**src/rtl/vtsf_pkg.sv**
```systemverilog
// shared types, constants and helpers of the sequence fusion block
// no dependencies
`default_nettype none

package vtsf_pkg;

    localparam int LANES        = 4;
    localparam int NUM_TYPES_DEF = 4;
    localparam int BEST_W       = 2;
    localparam int OBS_W        = 16;
    localparam int SCORE_W      = 32;
    localparam int WEIGHT_W     = 16;
    localparam int FRAC_W       = 12;
    localparam int PROD_W       = OBS_W + WEIGHT_W + 1;
    localparam int W_W          = PROD_W - FRAC_W;
    localparam int ACC_W        = SCORE_W + 4;
    localparam int CFG_W        = 64;
    localparam int CFG_IDX_W    = 3;
    localparam int QDEPTH       = 4;

    localparam logic [CFG_IDX_W-1:0] CFG_ROW0   = 3'd0;
    localparam logic [CFG_IDX_W-1:0] CFG_ROW1   = 3'd1;
    localparam logic [CFG_IDX_W-1:0] CFG_ROW2   = 3'd2;
    localparam logic [CFG_IDX_W-1:0] CFG_ROW3   = 3'd3;
    localparam logic [CFG_IDX_W-1:0] CFG_WEIGHT = 3'd4;

    localparam logic [WEIGHT_W-1:0] WEIGHT_RESET = 16'd4096;
    localparam logic [PROD_W-1:0]   ROUND_HALF   = PROD_W'(2048);

    typedef logic signed [OBS_W-1:0] t_q88;
    typedef logic signed [W_W-1:0]   t_wval;
    typedef logic signed [SCORE_W-1:0] t_score;
    typedef t_q88 [LANES-1:0]                t_trow;
    typedef t_wval [LANES-1:0][LANES-1:0]    t_wtab;
    typedef t_score [LANES-1:0]              t_scores;

    typedef struct packed {
        logic                     seq_start;
        logic signed [OBS_W-1:0]  obs_0;
        logic signed [OBS_W-1:0]  obs_1;
        logic signed [OBS_W-1:0]  obs_2;
        logic signed [OBS_W-1:0]  obs_3;
    } t_in_item;

    typedef struct packed {
        logic [BEST_W-1:0]          best_type;
        logic signed [SCORE_W-1:0]  score_0;
        logic signed [SCORE_W-1:0]  score_1;
        logic signed [SCORE_W-1:0]  score_2;
        logic signed [SCORE_W-1:0]  score_3;
    } t_out_item;

    function automatic logic signed [SCORE_W-1:0] sat_score(
        input logic signed [ACC_W-1:0] v
    );
        logic ovf;
        ovf = (v[ACC_W-1:SCORE_W-1] != {(ACC_W-SCORE_W+1){1'b0}}) &&
              (v[ACC_W-1:SCORE_W-1] != {(ACC_W-SCORE_W+1){1'b1}});
        if (!ovf) begin
            return v[SCORE_W-1:0];
        end else if (v[ACC_W-1]) begin
            return {1'b1, {(SCORE_W-1){1'b0}}};
        end else begin
            return {1'b0, {(SCORE_W-1){1'b1}}};
        end
    endfunction

endpackage

`default_nettype wire

```
**src/rtl/vtsf_back.sv**
```systemverilog
// back end: path score registers, best class pick and the output register
// depends on vtsf_pkg and vtsf_core
`default_nettype none

module vtsf_back #(
    parameter int NUM_TYPES = vtsf_pkg::NUM_TYPES_DEF
) (
    input  wire logic                i_clk,
    input  wire logic                i_rst_n,
    input  wire vtsf_pkg::t_in_item  i_q_item,
    input  wire logic                i_q_valid,
    output logic                     o_q_pop,
    input  wire vtsf_pkg::t_trow     i_row0,
    input  wire vtsf_pkg::t_wtab     i_wtab,
    output logic                     o_valid,
    input  wire logic                i_stall,
    output vtsf_pkg::t_out_item      o_data
);

    vtsf_pkg::t_scores           r_path;
    vtsf_pkg::t_scores           n_path;
    logic                        r_s1_valid;
    logic                        r_out_valid;
    vtsf_pkg::t_out_item         r_out;
    logic [vtsf_pkg::BEST_W-1:0] w_best;
    logic                        w_s2_adv;
    logic                        w_pop;

    vtsf_core #(
        .NUM_TYPES (NUM_TYPES)
    ) u_step (
        .i_path (r_path),
        .i_item (i_q_item),
        .i_row0 (i_row0),
        .i_wtab (i_wtab),
        .o_path (n_path)
    );

    assign w_s2_adv = !r_out_valid || !i_stall;
    assign w_pop    = i_q_valid && (!r_s1_valid || w_s2_adv);
    assign o_q_pop  = w_pop;

    always_comb begin
        w_best = '0;
        for (int r = 1; r < vtsf_pkg::LANES; r++) begin
            if (r < NUM_TYPES && r_path[r] > r_path[w_best]) begin
                w_best = vtsf_pkg::BEST_W'(r);
            end
        end
    end

    always_ff @(posedge i_clk) begin
        if (!i_rst_n) begin
            r_path      <= '0;
            r_s1_valid  <= 1'b0;
            r_out_valid <= 1'b0;
        end else begin
            if (w_pop) begin
                r_path <= n_path;
            end
            if (w_pop) begin
                r_s1_valid <= 1'b1;
            end else if (w_s2_adv) begin
                r_s1_valid <= 1'b0;
            end
            if (w_s2_adv) begin
                r_out_valid <= r_s1_valid;
            end
        end
    end

    always_ff @(posedge i_clk) begin
        if (w_s2_adv && r_s1_valid) begin
            r_out.best_type <= w_best;
            r_out.score_0   <= r_path[0];
            r_out.score_1   <= r_path[1];
            r_out.score_2   <= r_path[2];
            r_out.score_3   <= r_path[3];
        end
    end

    assign o_valid = r_out_valid;
    assign o_data  = r_out;

endmodule

`default_nettype wire

```
**src/rtl/vtsf_core.sv**
```systemverilog
// max-plus step: next path scores from the previous ones and one frame, or from row 0 and the frame at seq_start
// depends on vtsf_pkg
`default_nettype none

module vtsf_core #(
    parameter int NUM_TYPES = vtsf_pkg::NUM_TYPES_DEF
) (
    input  wire vtsf_pkg::t_scores  i_path,
    input  wire vtsf_pkg::t_in_item i_item,
    input  wire vtsf_pkg::t_trow    i_row0,
    input  wire vtsf_pkg::t_wtab    i_wtab,
    output vtsf_pkg::t_scores       o_path
);

    logic signed [vtsf_pkg::OBS_W-1:0] w_obs [vtsf_pkg::LANES];

    assign w_obs[0] = i_item.obs_0;
    assign w_obs[1] = i_item.obs_1;
    assign w_obs[2] = i_item.obs_2;
    assign w_obs[3] = i_item.obs_3;

    always_comb begin
        logic signed [vtsf_pkg::ACC_W-1:0] top;
        logic signed [vtsf_pkg::ACC_W-1:0] cand;
        logic signed [vtsf_pkg::ACC_W-1:0] sum;
        for (int r = 0; r < vtsf_pkg::LANES; r++) begin
            top = '0;
            for (int l = 0; l < vtsf_pkg::LANES; l++) begin
                cand = vtsf_pkg::ACC_W'(i_path[l]) +
                       vtsf_pkg::ACC_W'($signed(i_wtab[l][r]));
                if (l < NUM_TYPES && (l == 0 || cand > top)) begin
                    top = cand;
                end
            end
            if (i_item.seq_start) begin
                sum = vtsf_pkg::ACC_W'(w_obs[r]) + vtsf_pkg::ACC_W'($signed(i_row0[r]));
            end else begin
                sum = top + vtsf_pkg::ACC_W'(w_obs[r]);
            end
            o_path[r] = (r < NUM_TYPES) ? vtsf_pkg::sat_score(sum) : '0;
        end
    end

endmodule

`default_nettype wire

```
**config.mk**
```make
export PLATFORM = sky130hd
export DESIGN_NAME = vtsf_back
export DESIGN_NICKNAME = d
export VERILOG_FILES = /design/src/rtl/vtsf_pkg.sv /design/src/rtl/vtsf_back.sv /design/src/rtl/vtsf_core.sv
export SDC_FILE = /design/constraint.sdc
export NUM_CORES = 2
export LEC_CHECK = 0
export ABC_CLOCK_PERIOD_IN_PS = 14100
export BUFFER_PORTS_ARGS = -buffer_cell sky130_fd_sc_hd__buf_2
export CAP_MARGIN = 30
export CORE_MARGIN = 2
export CORE_UTILIZATION = 40
export DETAILED_ROUTE_END_ITERATION = 10
export GPL_TIMING_DRIVEN = 1
export SLEW_MARGIN = 20
export SYNTH_ARGS = -nofsm -noshare
export SYNTH_HDL_FRONTEND = slang
export SYNTH_SLANG_ARGS = --single-unit
export TNS_END_PERCENT = 50
```
**constraint.sdc**
```tcl
create_clock -name i_clk -period 14.1 [get_ports i_clk]
set_input_delay 1.41 -clock i_clk [delete_from_list [all_inputs] [get_ports i_clk]]
set_output_delay 1.41 -clock i_clk [all_outputs]
set_load 0.02 [all_outputs]
```
==> results.txt <==
Syn Nets - 9491
Critical path's top delay family - compound AO/OA/AOI/OAI gates
CP Max Fanout - 11
Crit-path max cell delay - 450 ps
CTS root buffer - clkbuf_16
Mean post-synth cell area - 7.75 sq um
Critical Path Most Common Cell - a21o_1
CP max-delay cell - mux2i_1
DP Wirelength - 268000 microns
Fillcell total - 14300
First-pass GRT wire length - 444000 microns
Highest attainable clock frequency - 0.0728 GHz
Most common cell in the netlist - ha_1
DRT iter0 DRCs - 7010
# setup viols final - 0
Outcome - complete, no violations
Post-route cell area - 79300 sq um
CTS buffer count - 35
Cells after synthesis - 7810
Top post-synthesis cells by area - ha_1 25%, edfxtp_1 6.4%, a21o_1 6.1%, a21oi_1 5.8%, xnor2_1 5.8%
Row count - 142
CTS sink count - 260
DR pass1 iterations - 7
Final min period - 13740 ps
Crit end category - register
Max-cap violations - 0
Vias in the first global route - 66500
Die area - 154000 sq um
Placeable Area - 150000 sq um
CP bufs+invs - 10
Crit path DAT - 14170 ps
Slew Viols, Final - 0
DIE HEIGHT - 393 microns
Starting Density - 40.3%
Share of cells above drive strength 1 - 25.6%
RSZ-0062 raised after global routing - true
Final WL - 319000 microns
Final net count - 11300
Final period util - 97.5%
Grt ovf - 0
H-tree levels - 2
Sequential share of the synthesized area - 10.7%
DP Area - 75700 sq um
RePlAce Congestion - 1.07
Clock slew at reported path FFs - 60 ps
Port bufs - 600
Crit path kind - input port to register
Max clock buf depth - 3
Hold_buf cts - 0
CTS tree - built
Synth top area share - 24.6%
Final Skew - 45.3 ps
Die Span X - 393 microns
Initial antenna violation count - 52
Rel. slew slack - 19.3%
Slew @ Worst Pin - 1210 ps
Area leader, netlist - ha_1
# IOs - 601
Commonest cells in the netlist - 1188 x ha_1, 705 x a21oi_1, 559 x o21ai_0
Largest net degree at the start of global routing - 80
Worst-case hold slack - 498 ps
Final hold violation count - 0
Worst setup SP type - input port
Clock Latency Late Sink - 600 ps
Area grow syn2layout - 31.0%
Syn Std Cell Area - 60500 sq um
DR vias - 71200
Yosys cell types - 109
Most used DFF post-synth - edfxtp_1
Share of flip-flops with an asynchronous set or reset - 0%
WL per Instance - 27.1 microns
Seq cells post-synth - 260
Critical path required time - 14520 ps
DRC Markers - 0
Number of synthesized flops with an enable pin - 130
Tightest Hold Check Type - register to register
Via/cell ratio - 6.06
YS warnings - 0
GRT Total Usage - 39.2%
Routed Antenna Nets - 0
Util after Layout - 52.8%
[stage by stage]
step | setup TNS (ps) | setup WS, ps | instances
floorplan | -172 | -7.34 | 7810
global placement | -70280 | -1170 | 11600
detailed placement | -88660 | -1200 | 11600
CTS | 0 | 5.32 | 11700
global route | -5460 | -161 | 11700
finish | 0 | 357 | 11700
[sequential cells by signal, indices dropped and copies added (netlist names)]
name and cells:
o_data 130, o_valid 1, r_path 128, r_s1_valid 1
[cell type report]
type	instances	area (sq um)	share of cell area, %
antenna	40	100	0.126
clock buffer	42	953	1.20
clock inverter	22	256	0.323
inverter	459	1720	2.17
multi-input combinational	6902	53100	67.0
sequential	260	6510	8.21
tap	2016	2520	3.18
timing repair buffer	2008	14100	17.8
[layout by cell type, fill, tap and decap left out, types with 41 or more instances in the layout]
cell type,count
nor3_1,134
xor2_1,183
and3_1,78
clkbuf_16,43
edfxtp_1,130
a21oi_1,683
mux2_2,62
inv_1,456
buf_4,1353
o21a_1,132
o21bai_1,96
nand3_1,174
mux2i_1,136
nand2b_1,124
or3_1,55
nand4_1,131
a21o_1,493
xnor2_1,398
o22ai_1,50
ha_1,1179
a211oi_1,82
nor2b_1,135
a31oi_1,79
dfxtp_1,126
buf_2,600
nor2_1,545
and2_1,41
o211ai_1,66
o21ai_0,528
nand2_1,469
[layer usage]
metal / vias up / global-route usage [%] / wire [microns] / share of wire (%)
li1: 33100 / - / - / -
met1: 33600 / 48.9 / 127000 / 40
met2: 3591 / 59.7 / 135000 / 42
met3: 822 / 8.87 / 30800 / 9.7
met4: 20 / 27.5 / 25800 / 8.1
met5: - / 0 / 127 / 0.040
[cell families after synthesis]
logic type	after synthesis	synth area share, %
adders and majority gates	1212	25.3
xor gates and xnor gates	587	8.53
buffers and inverters	648	4.17
DFF	260	10.7
AOI/OAI and AO/OA	2776	30.0
and+or+nand+nor	2086	17.0
muxes	241	4.19
[what timing repair did]
action | CTS | global route
gates cloned | 0 | 9
endpoints found under the setup margin | 76 | 127
gates resized for setup | 32 | 310
pin swaps | 5 | 117
setup buffers | 6 | 49
[worst register-to-register path: cells and delay by family, from the launching register on]
| kind | cells | cell delay, ps |
|---|---|---|
| AO/OA/AOI/OAI | 24 | 5150 |
| AND/OR/NAND/NOR | 17 | 3350 |
| buffers and inverters | 10 | 1940 |
| adder cells (fa/ha/maj) | 5 | 1540 |
| multiplexers | 2 | 590 |
| flip-flops | 1 | 560 |
| XOR/XNOR | 2 | 380 |
[path summary, 6_finish.rpt]
path / start / to / slack [ps] / cells after the start
setup / recovery: i_wtab[105] / r_path[44] / 360 / 64
hold / removal: r_s1_valid / o_valid / 500 / 2
setup reg to reg: r_path[35] / r_path[92] / 480 / 60
hold reg to reg: r_s1_valid / o_valid / 500 / 2
Power is left out: the tool's default activity adds up to more than one toggle a clock period on the data nets, which glitch-free logic cannot reach.
