===== src/rtl/vtsf_pkg.sv =====
// shared types, constants and helpers of the sequence fusion block
// no dependencies
`default_nettype none

package vtsf_pkg;

    localparam int LANES        = 4;
    localparam int NUM_TYPES_DEF = 4;
    localparam int BEST_W       = 2;
    localparam int OBS_W        = 16;
    localparam int SCORE_W      = 32;
    localparam int WEIGHT_W     = 16;
    localparam int FRAC_W       = 12;
    localparam int PROD_W       = OBS_W + WEIGHT_W + 1;
    localparam int W_W          = PROD_W - FRAC_W;
    localparam int ACC_W        = SCORE_W + 4;
    localparam int CFG_W        = 64;
    localparam int CFG_IDX_W    = 3;
    localparam int QDEPTH       = 4;

    localparam logic [CFG_IDX_W-1:0] CFG_ROW0   = 3'd0;
    localparam logic [CFG_IDX_W-1:0] CFG_ROW1   = 3'd1;
    localparam logic [CFG_IDX_W-1:0] CFG_ROW2   = 3'd2;
    localparam logic [CFG_IDX_W-1:0] CFG_ROW3   = 3'd3;
    localparam logic [CFG_IDX_W-1:0] CFG_WEIGHT = 3'd4;

    localparam logic [WEIGHT_W-1:0] WEIGHT_RESET = 16'd4096;
    localparam logic [PROD_W-1:0]   ROUND_HALF   = PROD_W'(2048);

    typedef logic signed [OBS_W-1:0] t_q88;
    typedef logic signed [W_W-1:0]   t_wval;
    typedef logic signed [SCORE_W-1:0] t_score;
    typedef t_q88 [LANES-1:0]                t_trow;
    typedef t_wval [LANES-1:0][LANES-1:0]    t_wtab;
    typedef t_score [LANES-1:0]              t_scores;

    typedef struct packed {
        logic                     seq_start;
        logic signed [OBS_W-1:0]  obs_0;
        logic signed [OBS_W-1:0]  obs_1;
        logic signed [OBS_W-1:0]  obs_2;
        logic signed [OBS_W-1:0]  obs_3;
    } t_in_item;

    typedef struct packed {
        logic [BEST_W-1:0]          best_type;
        logic signed [SCORE_W-1:0]  score_0;
        logic signed [SCORE_W-1:0]  score_1;
        logic signed [SCORE_W-1:0]  score_2;
        logic signed [SCORE_W-1:0]  score_3;
    } t_out_item;

    function automatic logic signed [SCORE_W-1:0] sat_score(
        input logic signed [ACC_W-1:0] v
    );
        logic ovf;
        ovf = (v[ACC_W-1:SCORE_W-1] != {(ACC_W-SCORE_W+1){1'b0}}) &&
              (v[ACC_W-1:SCORE_W-1] != {(ACC_W-SCORE_W+1){1'b1}});
        if (!ovf) begin
            return v[SCORE_W-1:0];
        end else if (v[ACC_W-1]) begin
            return {1'b1, {(SCORE_W-1){1'b0}}};
        end else begin
            return {1'b0, {(SCORE_W-1){1'b1}}};
        end
    endfunction

endpackage

`default_nettype wire


===== src/rtl/vtsf_front.sv =====
// front end: takes frames in and holds them in a short queue for the back end
// depends on vtsf_pkg
`default_nettype none

module vtsf_front (
    input  wire logic               i_clk,
    input  wire logic               i_rst_n,
    input  wire logic               i_valid,
    output logic                    o_stall,
    input  wire vtsf_pkg::t_in_item i_data,
    output vtsf_pkg::t_in_item      o_q_item,
    output logic                    o_q_valid,
    input  wire logic               i_q_pop
);

    localparam int QA_W = $clog2(vtsf_pkg::QDEPTH);
    localparam int QC_W = $clog2(vtsf_pkg::QDEPTH + 1);

    vtsf_pkg::t_in_item r_mem [vtsf_pkg::QDEPTH];
    logic [QA_W-1:0]    r_wr;
    logic [QA_W-1:0]    r_rd;
    logic [QC_W-1:0]    r_cnt;
    logic               w_full;
    logic               w_push;
    logic               w_pop;

    assign w_full    = (r_cnt == QC_W'(vtsf_pkg::QDEPTH));
    assign w_push    = i_valid && !w_full;
    assign w_pop     = i_q_pop && (r_cnt != '0);
    assign o_stall   = w_full;
    assign o_q_valid = (r_cnt != '0);
    assign o_q_item  = r_mem[r_rd];

    always_ff @(posedge i_clk) begin
        if (!i_rst_n) begin
            r_wr  <= '0;
            r_rd  <= '0;
            r_cnt <= '0;
        end else begin
            if (w_push) begin
                r_wr <= r_wr + 1'b1;
            end
            if (w_pop) begin
                r_rd <= r_rd + 1'b1;
            end
            case ({w_push, w_pop})
                2'b10:   r_cnt <= r_cnt + 1'b1;
                2'b01:   r_cnt <= r_cnt - 1'b1;
                default: r_cnt <= r_cnt;
            endcase
        end
    end

    always_ff @(posedge i_clk) begin
        if (w_push) begin
            r_mem[r_wr] <= i_data;
        end
    end

endmodule

`default_nettype wire


===== config.mk =====
export PLATFORM = sky130hd
export DESIGN_NAME = vtsf_front
export DESIGN_NICKNAME = d
export VERILOG_FILES = /design/src/rtl/vtsf_pkg.sv /design/src/rtl/vtsf_front.sv
export SDC_FILE = /design/constraint.sdc
export NUM_CORES = 1
export LEC_CHECK = 0
export ABC_AREA = 1
export BUFFER_PORTS_ARGS = -buffer_cell sky130_fd_sc_hd__buf_2
export CORE_ASPECT_RATIO = 0.6
export CORE_MARGIN = 8
export CORE_UTILIZATION = 40
export DETAILED_ROUTE_END_ITERATION = 12
export GPL_TIMING_DRIVEN = 0
export SYNTH_ARGS = -nofsm -noshare
export SYNTH_HDL_FRONTEND = slang
export SYNTH_SLANG_ARGS = --single-unit

===== constraint.sdc =====
create_clock -name i_clk -period 4.8 [get_ports i_clk]
set_input_delay 0 -clock i_clk [delete_from_list [all_inputs] [get_ports i_clk]]
set_output_delay 0 -clock i_clk [all_outputs]
set_load 0.02 [all_outputs]

==> results.ini, run 1 <==
[run_status]
status = finished clean

[placement]
place.gp.congestion = 0.7260
placedCellCount = 1193
io_buffers = 135
hpwl_mm = 16.07

[route]
dr.pass1.iters = 4
final_antenna_net_count = 0
vias_per_cell = 4.875
drtIter0Drc = 434
wl_mm = 24.94
via_count = 6382
post_drt_wl_per_cell_um = 19.05
drc = 0

[critical_path]
worstPathArrival_ns = 2.56
crit_chain = nor2_1 -> nand2_1 -> nand2_1 -> nor2_4 -> buf_12 -> buf_12
critPathCaptureType = flip-flop
crit_path_top_delay_cell = nor2_4
critPathBufInv = 2
critPathLaunchType = flip-flop
reg2reg_from = r_cnt[1]
worstPathMaxFanout = 26
critPathMaxStageDelay_ns = 0.67
path_class = flip-flop to flip-flop
critPathLaunch = r_cnt[1]
path_delay_family = simple AND/OR/NAND/NOR gates
cp.required_ns = 5.01

[synthesis]
synthFlopType = edfxtp_1
mappedNetlistArea_um2 = 10430
postSynth.asyncResetShare = 0
yosysWarnings = 0
synthCells = 698
synth_cell_types = 22
synth_area_per_cell_um2 = 14.95
yosysTopAreaCellShare = 0.7484
synth_area_leaders = edfxtp_1 75%, o21ai_0 4.4%, nor2_1 4.3%
yosysSeqAreaShare = 0.7657
yosys.area.top_type = edfxtp_1
synth_edf_count = 260
synthTopCellsByCount = 260 x edfxtp_1, 120 x nor2_1, 92 x o21ai_0, 45 x o22ai_1, 35 x o21ai_1
yosysMostFrequentCell = edfxtp_1
synth_seq_cells = 269
syn_nets = 773

[finish]
drive_above_1_share = 0.2717
finalNonFillerCells = 1309
nets = 1012
synthToLayoutAreaGrowth_pct = 27.58
antenna_cells = 0
fin_util = 0.5230

[clocking]
clock_sinks = 269
clock_latency_ns = 0.53
cts_root_buf = clkbuf_16
htree_levels = 1
cts_made_buffers = 26
cts_buffer_depth = 3
cts_resized = 0
cts_tree = yes
clk_pin_slew_ns = 0.06

[pwr]
p_per_area_nw_per_um2 = 518.5
power.leakage_nw = 4.710
peakVddDrop_uv = 306.5

[min_path]
hp-start = i_data[19]
worstHoldPathType = input pin to flip-flop

[sta]
finalCritPeriodShare = 0.4890
worst_pin_slew_ns = 0.8527
rsz0062_at_grt = no
tns_ns = 0
fin_hold_ws_ns = 0.2193
drv_slew = 0
slew_headroom = 0.4302
finalHoldViolCount = 0
fin_crit_ns = 2.347
max_freq_mhz = 426.0
setup_violations = 0
finalClockSkew_ns = 0.01977

[floorplanning]
die_h_um = 141.1
core_region_area_um2 = 25450
die_w_um = 224.5
dieArea_um2 = 31670
row_count = 45
io-pin-count = 136
start_util = 0.4099

[flow_run]
drv_cap = 0

[grt]
grt_max_degree = 30
overflow = 0
grt_pass1_vias = 6431
grt_pass1_wl_mm = 38.03
antenna_found_initial = 0
grtUsageTotal = 0.1528

metal layers:
layer	part of all wire	up-vias	GRT usage
li1	-	3101	-
met1	0.48	3080	0.2208
met2	0.45	166	0.2375
met3	0.049	35	0.02962
met4	0.017	0	0.03156
met5	0	-	0
report_power, final:
group          internal (mW)  switching [mW]
Sequential              2.79          0.0532
Clock                   1.23           0.864
Combinational          0.646            1.32
Total                   4.67            2.23
state kept, by name, summed over array words and instances, names as in the netlist, named ones only:
name / flops
r_rd: 2
r_cnt: 3
r_wr: 2
r_mem: 260
cells by family after synthesis:
| group | Yosys count | share of synthesized area |
|---|---|---|
| compound gates | 202 | 0.1185 |
| flops | 269 | 0.7657 |
| fa+ha+maj | 6 | 0.007916 |
| buf+inv | 61 | 0.03538 |
| simple gates | 160 | 0.07256 |
repair_timing:
action / 4_1_cts / 5_1_grt
hold buffers: 68 / 0
endpoints found under the hold margin: 269 / 0
setup buffers: 0 / 0
worst paths after layout:
check	slack, ns	depth (start not counted)	endpoint
max	2.45	6	r_mem[3][54]
min	0.22	2	r_mem[1][19]
max reg2reg	2.45	6	r_mem[3][54]
min reg2reg	0.51	2	r_wr[1]
stage by stage:
step	setup WS, ns	power, mW	cell area [um^2]
after floorplan	0.9570	4.118	10430
after global placement	-1.517	4.818	11550
after detailed placement	2.410	4.843	11750
after CTS	2.386	6.983	13310
after global routing	2.239	7.218	13310
final	2.453	6.901	13310
placed cells by master, fill, tap and decap left out, types with 3 or more instances in the layout:
cell type,n
clkinv_1,5
o22ai_2,20
nand3_1,5
nor2_1,116
inv_6,3
buf_12,10
clkbuf_1,19
nand2_1,15
buf_2,147
ha_1,5
nor2_4,24
clkinv_2,5
o21ai_2,5
clkbuf_8,3
o21ai_1,35
a21oi_1,5
dlygate4sd3_1,68
edfxtp_1,260
dfxtp_1,9
inv_1,17
bufinv_16,3
o22ai_1,45
buf_6,9
o21ai_0,92
clkbuf_16,27
layout make-up:
cell class	instances	area, um^2
clock buffer	32	724.4
timing repair buffer	211	1524
fill	2176	12140
multi-input combinational	368	2106
inverter	19	76.32
sequential	269	7988
clock inverter	16	158.9
tap	352	440.4
buffer	42	292.8
No activity file was read; power rests on OpenSTA's default activity.
==> run 2, diff against run 1 <==
==> constraint.sdc (replaced) <==
create_clock -name i_clk -period 2.12 [get_ports i_clk]
set_input_delay 0 -clock i_clk [delete_from_list [all_inputs] [get_ports i_clk]]
set_output_delay 0 -clock i_clk [all_outputs]
set_load 0.02 [all_outputs]
==> run 2 against run 1 <==
- sequential power up 130%
- highest routed layer unchanged
- count of clock-buffer cells in the layout grew 1
- worst hold slack improved by 0.015 ns
- routed wire length grew 1.4%
- final area about the same
- critical endpoint is now o_q_item[13]
- register-to-register slack worse by 2.3 ns
- flip-flop and latch count unchanged
- non-clock buffer count grew 6
- sequential share of layout area hardly changed
- first-iteration DRC count down 8.5%
==> results.ini, run 2 (synthesis gave the netlist of run 1 again) <==
[run_status]
status = finished clean

[clocking]
clk_pin_slew_ns = 0.06
cts_buffer_depth = 3
clock_latency_ns = 0.52
cts_made_buffers = 24
cts_root_buf = clkbuf_16
htree_levels = 1
cts_tree = yes
clock_sinks = 269

[pwr]
power.internal_mw = 10.17
seq_power_share = 0.424
power.share.switching = 0.3293
netSwitchingPower_mw = 4.994
peakVddDrop_uv = 831.4
power_mw = 15.17
pwr-share-clk = 0.274
p_per_area_nw_per_um2 = 1139
power.leakage_nw = 4.733
p_comb_frac = 0.302

[floorplanning]
die_h_um = 141.1
core_region_area_um2 = 25450
die_w_um = 224.5
row_count = 45
dieArea_um2 = 31670
start_util = 0.4099
io-pin-count = 136

[placement]
place.gp.congestion = 0.7088
io_buffers = 135
hpwl_mm = 16.14

[critical_path]
worstPathMaxFanout = 10
critPathLaunchType = flip-flop
path_class = flip-flop to primary output
r2r_cells = 6
cp.required_ns = 2.12
worstPathArrival_ns = 2.01
critPathCaptureType = primary output

[sta]
drv_slew = 0
fin_crit_ns = 2.010
fin_hold_ws_ns = 0.2347
rsz0062_at_grt = no
worst_pin_slew_ns = 0.6628
max_freq_mhz = 497.6
tns_ns = 0
setup_violations = 0
slew_headroom = 0.5577
finalHoldViolCount = 0
finalClockSkew_ns = 0.01128
finalCritPeriodShare = 0.9480

[min_path]
whs_path_depth = 2
worstHoldPathType = input pin to flip-flop

[finish]
regArea_um2 = 7990
reg_top3 = r_mem x260, r_cnt x3
multiInputGateArea_um2 = 2145
final_common_cell = edfxtp_1
largest_reg_flops = 260
fill_cells = 2124
layout_common_cells = 260 x edfxtp_1, 142 x buf_2, 116 x nor2_1
synthToLayoutAreaGrowth_pct = 27.61
top_register = r_mem
antenna_cells = 0
nets = 1018
drive_above_1_share = 0.2914

[grt]
antenna_found_initial = 0
grtUsageTotal = 0.1558
grt_pass1_wl_mm = 38.63
grt_pass1_vias = 6509
overflow = 0
grt_max_degree = 29

[route]
drtIter0Drc = 397
vias_per_cell = 4.880
final_antenna_net_count = 0
drc = 0
via_count = 6408
dr.pass1.iters = 4
post_drt_wl_per_cell_um = 19.26
wl_mm = 25.29

[flow_run]
drv_cap = 0

-- run 2: repair_timing --
item | in CTS | in global routing
buffers inserted | 2 | 4
hold buffers | 68 | 0
gates cloned | 1 | 1
resized for setup | 16 | 29
setup endpoints to repair | 195 | 71
endpoints found under the hold margin | 269 | 0
pin swaps | 1 | 2
-- run 2: final timing paths --
check	startpoint	to	slack, ns
worst max-delay path	flip-flop	o_q_item[13]	0.11
worst min-delay path	i_data[4]	r_mem[3][4]	0.23
worst max register to register	r_cnt[1]	r_mem[0][61]	0.19
worst min register to register	r_wr[1]	r_wr[1]	0.51
-- run 2: through the flow --
step,std cells,setup WS [ns],utilization,cell area [um^2]
2_1_floorplan,698,-0.6795,-,10440
3_3_place_gp,1185,-2.150,0.4542,11560
3_5_place_dp,1193,-0.2805,0.4616,11750
4_1_cts,1308,0.002248,0.5198,13230
5_1_grt,1313,0.05759,0.5231,13310
6_report,1313,0.1103,0.5231,13310
-- run 2: area by class of cell --
class,count,share of cell area
repair buffers,217,0.1190
flip-flops and latches,269,0.6002
well taps,352,0.03308
plain buffers,42,0.02538
inverters,19,0.005733
multi-input cells,370,0.1611
clock buffers,33,0.05000
clock inverters,11,0.005545
-- run 2: power groups by stage --
stage	registers, mW	clock network, mW	logic [mW]
2_1_floorplan	6.54	0	2.77
3_3_place_gp	6.59	0	4.28
3_5_place_dp	6.55	0	4.41
4_1_cts	6.43	4.25	4.55
5_1_grt	6.47	4.44	4.97
6_report	6.43	4.16	4.58
-- run 2: metal layers --
metal	wire length, um	share of wire	vias up	global-route usage
met5	0	0	-	0
met4	251	0.0099	0	0.02196
met3	1453	0.057	26	0.03459
met2	11300	0.45	174	0.2395
met1	12280	0.49	3108	0.2285
li1	-	-	3100	-
-- run 2: critical path, cell delays in order, from the launching register on --
cell	delay [ns]
dfxtp_2	0.35
buf_6	0.17
inv_6	0.07
buf_12	0.15
buf_6	0.16
nor2_1	0.05
o22ai_1	0.31
buf_4	0.21
